===== src/rtl/sit_pkg.sv =====
`timescale 1ns / 1ps
// ----------------------------------------------------------------------------
// Sorted insert table package
// Shared constants, result status codes and the command and status words
// that pass between the controller and the datapath.
// ----------------------------------------------------------------------------
package sit_pkg;

    // Default table depth and stored value width.
    localparam int CAPACITY_DEF    = 16;
    localparam int VALUE_WIDTH_DEF = 32;

    // Widths of the fixed result and request fields.
    localparam int INDEX_W = 4;
    localparam int COUNT_W = 5;
    localparam int STATUS_W = 2;

    // Request types.
    localparam logic REQ_INSERT = 1'b0;
    localparam logic REQ_READ   = 1'b1;

    // Result status codes.
    localparam logic [STATUS_W-1:0] ST_OK     = 2'd0;
    localparam logic [STATUS_W-1:0] ST_FULL   = 2'd1;
    localparam logic [STATUS_W-1:0] ST_NOFILL = 2'd2;

    // Commands from the controller to the datapath.
    typedef struct packed {
        logic load;     // capture the request word and start position
        logic rd_idx;   // read the entry at the requested index
        logic rd_k;     // read the entry just below the open slot
        logic shift;    // move the entry read into the open slot
        logic place;    // write the new value into the open slot
        logic finish;   // load the result registers and update the count
    } sit_cmd_t;

    // Status from the datapath to the controller.
    typedef struct packed {
        logic is_read;  // the current request is a read
        logic full;     // the table holds CAPACITY entries
        logic k_zero;   // the open slot is at the bottom of the table
        logic ge;       // the entry read is not smaller than the new value
    } sit_stat_t;

endpackage


===== src/rtl/sit_ctrl.sv =====
`timescale 1ns / 1ps
// ----------------------------------------------------------------------------
// Sorted insert table controller
// Sequences each request word through the datapath: an indexed read, or one
// read per compared entry, a placement unless full, and the result hand-off.
// ----------------------------------------------------------------------------
module sit_ctrl (
    input  logic               clk,
    input  logic               rst_n,
    input  logic               in_valid,
    output logic               in_ready,
    output logic               out_valid,
    input  logic               out_ready,
    input  sit_pkg::sit_stat_t stat,
    output sit_pkg::sit_cmd_t  cmd
);
    import sit_pkg::*;

    typedef enum logic [3:0] {
        S_IDLE = 4'b0001,
        S_RD   = 4'b0010,
        S_CMP  = 4'b0100,
        S_FIN  = 4'b1000
    } state_t;

    state_t state_reg;
    state_t state_next;
    logic   out_valid_reg;
    logic   out_valid_next;
    logic   can_finish;

    // The result register is free when empty or being emptied this cycle.
    assign can_finish = !out_valid_reg || out_ready;

    // Next state and command decode.
    always_comb
    begin
        state_next = state_reg;
        cmd        = '0;
        unique case (state_reg)
            S_IDLE:
            begin
                if (in_valid)
                begin
                    cmd.load   = 1'b1;
                    state_next = S_RD;
                end
            end
            S_RD:
            begin
                priority if (stat.is_read)
                begin
                    cmd.rd_idx = 1'b1;
                    state_next = S_FIN;
                end
                else if (stat.full)
                begin
                    state_next = S_FIN;
                end
                else if (stat.k_zero)
                begin
                    cmd.place  = 1'b1;
                    state_next = S_FIN;
                end
                else
                begin
                    cmd.rd_k   = 1'b1;
                    state_next = S_CMP;
                end
            end
            S_CMP:
            begin
                if (stat.ge)
                begin
                    cmd.shift  = 1'b1;
                    state_next = S_RD;
                end
                else
                begin
                    cmd.place  = 1'b1;
                    state_next = S_FIN;
                end
            end
            S_FIN:
            begin
                if (can_finish)
                begin
                    cmd.finish = 1'b1;
                    state_next = S_IDLE;
                end
            end
            default:
            begin
                state_next = S_IDLE;
            end
        endcase
    end

    // Output word valid flag.
    always_comb
    begin
        out_valid_next = out_valid_reg;
        if (cmd.finish)
        begin
            out_valid_next = 1'b1;
        end
        else if (out_ready)
        begin
            out_valid_next = 1'b0;
        end
    end

    // State registers.
    always_ff @(posedge clk or negedge rst_n)
    begin
        if (!rst_n)
        begin
            state_reg     <= S_IDLE;
            out_valid_reg <= 1'b0;
        end
        else
        begin
            state_reg     <= state_next;
            out_valid_reg <= out_valid_next;
        end
    end

    assign in_ready  = (state_reg == S_IDLE);
    assign out_valid = out_valid_reg;

endmodule


===== src/rtl/sit_dp.sv =====
`timescale 1ns / 1ps
// ----------------------------------------------------------------------------
// Sorted insert table datapath
// Holds the entry memory, the fill count, the open-slot pointer and the
// result registers, and reports compare results to the controller.
// ----------------------------------------------------------------------------
module sit_dp #(
    parameter int CAPACITY    = sit_pkg::CAPACITY_DEF,
    parameter int VALUE_WIDTH = sit_pkg::VALUE_WIDTH_DEF
) (
    input  logic                                clk,
    input  logic                                rst_n,
    input  sit_pkg::sit_cmd_t                   cmd,
    output sit_pkg::sit_stat_t                  stat,
    input  logic                                req_type,
    input  logic signed [31:0]                  value,
    input  logic [sit_pkg::INDEX_W-1:0]         index,
    output logic [sit_pkg::STATUS_W-1:0]        status,
    output logic signed [31:0]                  read_value,
    output logic [sit_pkg::INDEX_W-1:0]         position,
    output logic [sit_pkg::COUNT_W-1:0]         entry_count
);
    import sit_pkg::*;

    localparam int AW    = $clog2(CAPACITY);
    localparam int CNT_W = $clog2(CAPACITY + 1);
    localparam int XW    = (CNT_W > INDEX_W) ? CNT_W : INDEX_W;
    localparam int YW    = (CNT_W > COUNT_W) ? CNT_W : COUNT_W;

    // Entry memory, one write and one registered read per cycle.
    logic signed [VALUE_WIDTH-1:0] mem [CAPACITY];
    logic signed [VALUE_WIDTH-1:0] rdata_reg;

    logic                          is_read_reg;
    logic signed [VALUE_WIDTH-1:0] v_reg;
    logic [INDEX_W-1:0]            idx_reg;
    logic [CNT_W-1:0]              k_reg;
    logic [CNT_W-1:0]              k_next;
    logic [CNT_W-1:0]              fill_reg;
    logic [CNT_W-1:0]              fill_next;

    logic [STATUS_W-1:0]           status_reg;
    logic signed [31:0]            read_value_reg;
    logic [INDEX_W-1:0]            position_reg;
    logic [COUNT_W-1:0]            entry_count_reg;

    logic                          full;
    logic [XW-1:0]                 idx_x;
    logic [XW-1:0]                 fill_x;
    logic [XW-1:0]                 k_x;
    logic [YW-1:0]                 cnt_y;
    logic                          idx_hit;
    logic                          we;
    logic [AW-1:0]                 waddr;
    logic signed [VALUE_WIDTH-1:0] wdata;
    logic                          re;
    logic [AW-1:0]                 raddr;

    assign full   = (fill_reg == CNT_W'(CAPACITY));
    assign idx_x  = XW'(idx_reg);
    assign fill_x = XW'(fill_reg);
    assign k_x    = XW'(k_reg);
    assign idx_hit = (idx_x < fill_x) && (idx_x < XW'(CAPACITY));

    // Status toward the controller.
    assign stat.is_read = is_read_reg;
    assign stat.full    = full;
    assign stat.k_zero  = (k_reg == '0);
    assign stat.ge      = (rdata_reg >= v_reg);

    // Memory port selection.
    assign we    = cmd.shift || cmd.place;
    assign waddr = k_reg[AW-1:0];
    assign wdata = cmd.shift ? rdata_reg : v_reg;
    assign re    = cmd.rd_idx || cmd.rd_k;
    assign raddr = cmd.rd_idx ? idx_x[AW-1:0] : AW'(k_reg - CNT_W'(1));

    always_ff @(posedge clk)
    begin
        if (we)
        begin
            mem[waddr] <= wdata;
        end
        if (re)
        begin
            rdata_reg <= mem[raddr];
        end
    end

    // Request capture.
    always_ff @(posedge clk)
    begin
        if (cmd.load)
        begin
            is_read_reg <= (req_type == REQ_READ);
            v_reg       <= VALUE_WIDTH'(value);
            idx_reg     <= index;
        end
    end

    // Open-slot pointer starts at the fill count and walks down.
    always_comb
    begin
        k_next = k_reg;
        priority if (cmd.load)
        begin
            k_next = fill_reg;
        end
        else if (cmd.shift)
        begin
            k_next = k_reg - CNT_W'(1);
        end
    end

    // Fill count grows by one for each accepted insert.
    always_comb
    begin
        fill_next = fill_reg;
        if (cmd.finish && !is_read_reg && !full)
        begin
            fill_next = fill_reg + CNT_W'(1);
        end
    end

    assign cnt_y = YW'(fill_next);

    always_ff @(posedge clk or negedge rst_n)
    begin
        if (!rst_n)
        begin
            fill_reg <= '0;
            k_reg    <= '0;
        end
        else
        begin
            fill_reg <= fill_next;
            k_reg    <= k_next;
        end
    end

    // Result registers.
    always_ff @(posedge clk)
    begin
        if (cmd.finish)
        begin
            entry_count_reg <= cnt_y[COUNT_W-1:0];
            if (is_read_reg)
            begin
                position_reg <= '0;
                if (idx_hit)
                begin
                    status_reg     <= ST_OK;
                    read_value_reg <= 32'(rdata_reg);
                end
                else
                begin
                    status_reg     <= ST_NOFILL;
                    read_value_reg <= '0;
                end
            end
            else
            begin
                read_value_reg <= '0;
                if (full)
                begin
                    status_reg   <= ST_FULL;
                    position_reg <= '0;
                end
                else
                begin
                    status_reg   <= ST_OK;
                    position_reg <= k_x[INDEX_W-1:0];
                end
            end
        end
    end

    assign status      = status_reg;
    assign read_value  = read_value_reg;
    assign position    = position_reg;
    assign entry_count = entry_count_reg;

endmodule


===== src/rtl/sorted_insert_table.sv =====
`timescale 1ns / 1ps
// ----------------------------------------------------------------------------
// Sorted insert table
// A read or a rejected insert loads its result without moving entries; an insert
// moves up each entry not below the value, one memory read and one write per
// move, then writes the value into the open slot.
// The next word is accepted the cycle after the result register is loaded.
// Reset clears the fill count and control; the entry memory is not cleared.
// ----------------------------------------------------------------------------
module sorted_insert_table #(
    parameter int CAPACITY    = sit_pkg::CAPACITY_DEF,
    parameter int VALUE_WIDTH = sit_pkg::VALUE_WIDTH_DEF
) (
    input  logic                          clk,
    input  logic                          rst_n,
    input  logic                          in_valid,
    output logic                          in_ready,
    input  logic                          req_type,
    input  logic signed [31:0]            value,
    input  logic [sit_pkg::INDEX_W-1:0]   index,
    output logic                          out_valid,
    input  logic                          out_ready,
    output logic [sit_pkg::STATUS_W-1:0]  status,
    output logic signed [31:0]            read_value,
    output logic [sit_pkg::INDEX_W-1:0]   position,
    output logic [sit_pkg::COUNT_W-1:0]   entry_count
);
    import sit_pkg::*;

    sit_cmd_t  cmd;
    sit_stat_t stat;

    // Sequencer.
    sit_ctrl u_ctrl (
        .clk       (clk),
        .rst_n     (rst_n),
        .in_valid  (in_valid),
        .in_ready  (in_ready),
        .out_valid (out_valid),
        .out_ready (out_ready),
        .stat      (stat),
        .cmd       (cmd)
    );

    // Entry storage and result datapath.
    sit_dp #(
        .CAPACITY    (CAPACITY),
        .VALUE_WIDTH (VALUE_WIDTH)
    ) u_dp (
        .clk         (clk),
        .rst_n       (rst_n),
        .cmd         (cmd),
        .stat        (stat),
        .req_type    (req_type),
        .value       (value),
        .index       (index),
        .status      (status),
        .read_value  (read_value),
        .position    (position),
        .entry_count (entry_count)
    );

endmodule

===== config.mk =====
export PLATFORM = sky130hd
export DESIGN_NAME = sorted_insert_table
export DESIGN_NICKNAME = d
export VERILOG_FILES = /design/src/rtl/sit_pkg.sv /design/src/rtl/sit_ctrl.sv /design/src/rtl/sit_dp.sv /design/src/rtl/sorted_insert_table.sv
export SDC_FILE = /design/constraint.sdc
export NUM_CORES = 1
export LEC_CHECK = 0
export BUFFER_PORTS_ARGS = -buffer_cell sky130_fd_sc_hd__buf_2
export CAP_MARGIN = 20
export CELL_PAD_IN_SITES_DETAIL_PLACEMENT = 1
export CELL_PAD_IN_SITES_GLOBAL_PLACEMENT = 2
export CORE_MARGIN = 10
export CORE_UTILIZATION = 46
export CTS_BUF_LIST = sky130_fd_sc_hd__clkbuf_2 sky130_fd_sc_hd__clkbuf_4 sky130_fd_sc_hd__clkbuf_8
export DETAILED_ROUTE_END_ITERATION = 8
export GPL_ROUTABILITY_DRIVEN = 0
export HOLD_SLACK_MARGIN = 0.03
export PLACE_DENSITY = 0.76
export REMOVE_ABC_BUFFERS = 1
export SLEW_MARGIN = 20
export SYNTH_ARGS = -nofsm -noshare
export SYNTH_HDL_FRONTEND = slang
export SYNTH_SLANG_ARGS = --single-unit

===== constraint.sdc =====
create_clock -name clk -period 3.7 [get_ports clk]
set_input_delay 0.555 -clock clk [delete_from_list [all_inputs] [get_ports clk]]
set_output_delay 0.555 -clock clk [all_outputs]
set_load 0.02 [all_outputs]

==> flow_metrics.py <==
metrics = {
    "global_routing": {
        "grt_pass1_vias": 13500,
        "grt_pass1_wl_um": 92800,
        "gr-usage-met3_pct": 4.26,
        "antenna_found_initial": 1,
        "use_met2_pct": 31.6,
        "track_usage_pct": 19.9,
        "grt_util_met1_pct": 27.5,
        "grt_max_degree": 44,
        "busiest_layer": "met2",
        "gr-total-overflow": 0,
    },
    "sta": {
        "slew_violations": 0,
        "slew_headroom_pct": 37.3,
        "tightest_slew_ns": 0.930,
        "hold_violations": 0,
        "max_freq_mhz": 304,
        "worst_slack_ns": 0.415,
        "skew_ns": 0.0485,
        "rsz0062_at_grt": "false",
        "fin_crit_sh_pct": 88.8,
        "min_period_ns": 3.28,
        "setup_violations": 0,
    },
    "cells_and_area": {
        "layout_common_cells": "624 x edfxtp_1, 128 x mux4_2, 112 x clkbuf_8",
        "utilization_pct": 54.4,
        "final_nets": 1539,
        "fillers": 4845,
        "fin_cells": 2247,
        "largest_reg_flops": 512,
        "largest-register": "u_dp.mem",
        "num_antenna_cells": 0,
        "multi_input_area_um2": 6010,
        "design_area_um2": 29900,
        "syn2layout_area_growth_pct": 17.5,
        "drive_gt1_share_pct": 32.5,
        "seqCellArea_um2": 19100,
        "final_common_cell": "edfxtp_1",
    },
    "floorplan": {
        "fp.dieH_um": 255,
        "placementRows": 86,
        "die-area_um2": 65000,
        "die_width_um": 255,
        "initial_core_util_pct": 46.3,
        "ioPinCount": 86,
        "core_area_um2": 54900,
    },
    "synth": {
        "ys.warnings.count": 0,
        "yosysSeqAreaShare_pct": 75.2,
        "async_flop_share_pct": 2.35,
        "synth_edf_count": 624,
        "avgSynthCellArea_um2": 20.8,
        "ys_types": 49,
        "syn-cell-area_um2": 25400,
        "synth_seq_cells": 639,
        "synthCells": 1222,
        "ys.flop_type": "edfxtp_1",
    },
    "placed_design": {
        "hpwlAfterDp_um": 36900,
        "dp_slack_ns": 0.525,
        "io_buffers": 85,
        "placed_cell_area_um2": 27400,
        "place_inst": 2021,
    },
    "clock_tree": {
        "ctsResizeCount": 0,
        "cts_sinks": 639,
        "clk_pin_slew_ns": 0.06,
        "clk_path_buf_depth": 3,
        "cts_buffers": 103,
        "clk_latency_ns": 0.72,
        "ctsHtreeMaxLevel": 3,
        "root_buffer": "clkbuf_8",
        "cts_tree": "built",
    },
    "detailed_routing": {
        "drt-total-wl_um": 63500,
        "num_vias": 12700,
        "drtIter0Drc": 1021,
        "via_per_inst": 5.65,
        "drtAntennaViolNets": 0,
        "drc": 0,
        "wl_per_cell_um": 28.3,
        "dr.pass1.iters": 7,
    },
    "worst_setup_path": {
        "required_ns": 4.08,
        "endpoint_kind": "flip-flop",
        "worst_ep_arrival_time_ns": 3.66,
        "worstSetupStartpointType": "flip-flop",
        "crit_path_max_fanout": 9,
        "rr_worst_depth": 9,
        "worstSetupPathType": "reg2reg",
    },
    "power_and_ir_drop": {
        "power_mw": 21.8,
        "p_per_area_nw_per_um2": 730,
        "p_leak_nw": 10.4,
        "ir_drop_mv": 0.600,
    },
    "hold_path": {
        "hold_depth": 1,
        "worstHoldPathType": "in2reg",
    },
    "run": {
        "maxCapViolations": 0,
    },
    "run_status": {
        "run_status": "finished, final reports clean",
    },
}
-- cell type report --
type | count | area share [%]
well taps | 704 | 2.95
repair buffers | 178 | 5.31
multi-input cells | 490 | 20.1
clock inverters | 52 | 1.19
inverters | 44 | 0.553
clock buffers | 140 | 5.87
flip-flops and latches | 639 | 64.0
-- per-stage QoR --
step | hold slack [ns] | TNS (ns)
final | 0.0913 | 0
after global routing | 0.0524 | 0
after CTS | 0.0319 | 0
after detailed placement | 0.504 | 0
after global placement | 0.501 | 0
after floorplan | 0.259 | -355.28
-- synth_stat cells (3+ instances only) --
| master | n | area (µm²) |
|---|---|---|
| nor3_1 | 12 | 60.1 |
| a21o_1 | 5 | 37.5 |
| clkbuf_1 | 10 | 37.5 |
| nand4_1 | 9 | 56.3 |
| and2_1 | 34 | 213 |
| mux2i_1 | 96 | 961 |
| nor4_1 | 4 | 25.0 |
| inv_1 | 44 | 165 |
| nand2_1 | 26 | 97.6 |
| nor2_1 | 33 | 124 |
| nand3b_1 | 3 | 22.5 |
| dfrtp_1 | 14 | 350 |
| nand2b_1 | 4 | 25.0 |
| buf_2 | 23 | 115 |
| buf_6 | 12 | 135 |
| a21oi_1 | 16 | 80.1 |
| mux2_2 | 31 | 349 |
| mux4_2 | 128 | 2880 |
| ha_1 | 42 | 526 |
| nor2b_1 | 3 | 18.8 |
| xnor2_1 | 6 | 52.6 |
| o21ai_0 | 11 | 55.1 |
| edfxtp_1 | 624 | 18700 |
-- critical path, stage by stage (launching register included) --
cell and delay, ns:
dfrtp_1 0.47, inv_1 0.19, ha_1 0.23, nand2_1 0.12, nor2_1 0.29, inv_1 0.10
o21ai_0 0.39, nand2_1 0.32, nor2_4 0.48, buf_4 0.33
-- worst paths after layout --
kind | slack [ns] | to | start
setup / recovery | 0.42 | u_dp.mem[9][12]$_DFFE_PP_ | u_dp.k_reg[0]$_DFFE_PN0P_
hold / removal | 0.09 | u_dp.v_reg[26]$_DFFE_PP_ | value[26]
setup reg to reg | 0.42 | u_dp.mem[9][12]$_DFFE_PP_ | u_dp.k_reg[0]$_DFFE_PN0P_
hold reg to reg | 0.53 | u_ctrl.out_valid$_DFFE_PN0P_ | u_ctrl.out_valid$_DFFE_PN0P_
max in group asynchronous | 3.07 | u_ctrl.state_reg[0]$_DFFE_PN1P_ | rst_n
min in group asynchronous | 0.29 | u_ctrl.state_reg[1]$_DFFE_PN0P_ | rst_n
-- report_power, final --
part | total (mW) | internal [mW] | switching [mW]
registers | 9.15 | 8.88 | 0.269
clock network | 6.17 | 3.36 | 2.81
logic | 6.47 | 2.87 | 3.59
total | 21.8 | 15.1 | 6.67
-- per-layer routing --
| metal | part of all wire (%) | wire, µm |
|---|---|---|
| met1 | 43 | 27600 |
| met2 | 48 | 30500 |
| met3 | 6.8 | 4330 |
| met4 | 1.8 | 1120 |
| met5 | 0 | 0 |
-- cells by family after synthesis --
| logic type | Yosys count | synth area share [%] |
|---|---|---|
| buf+inv | 93 | 1.87 |
| mux | 255 | 16.5 |
| xor+xnor | 6 | 0.207 |
| simple gates | 138 | 2.90 |
| compound gates | 49 | 1.21 |
| fa+ha+maj | 42 | 2.07 |
| flops | 639 | 75.2 |
-- what timing repair did --
action | in CTS | in global routing
hold buffers | 34 | 0
endpoints found under the hold margin | 48 | 0
setup buffers | 0 | 0
Power figures use the tool's default switching activity.
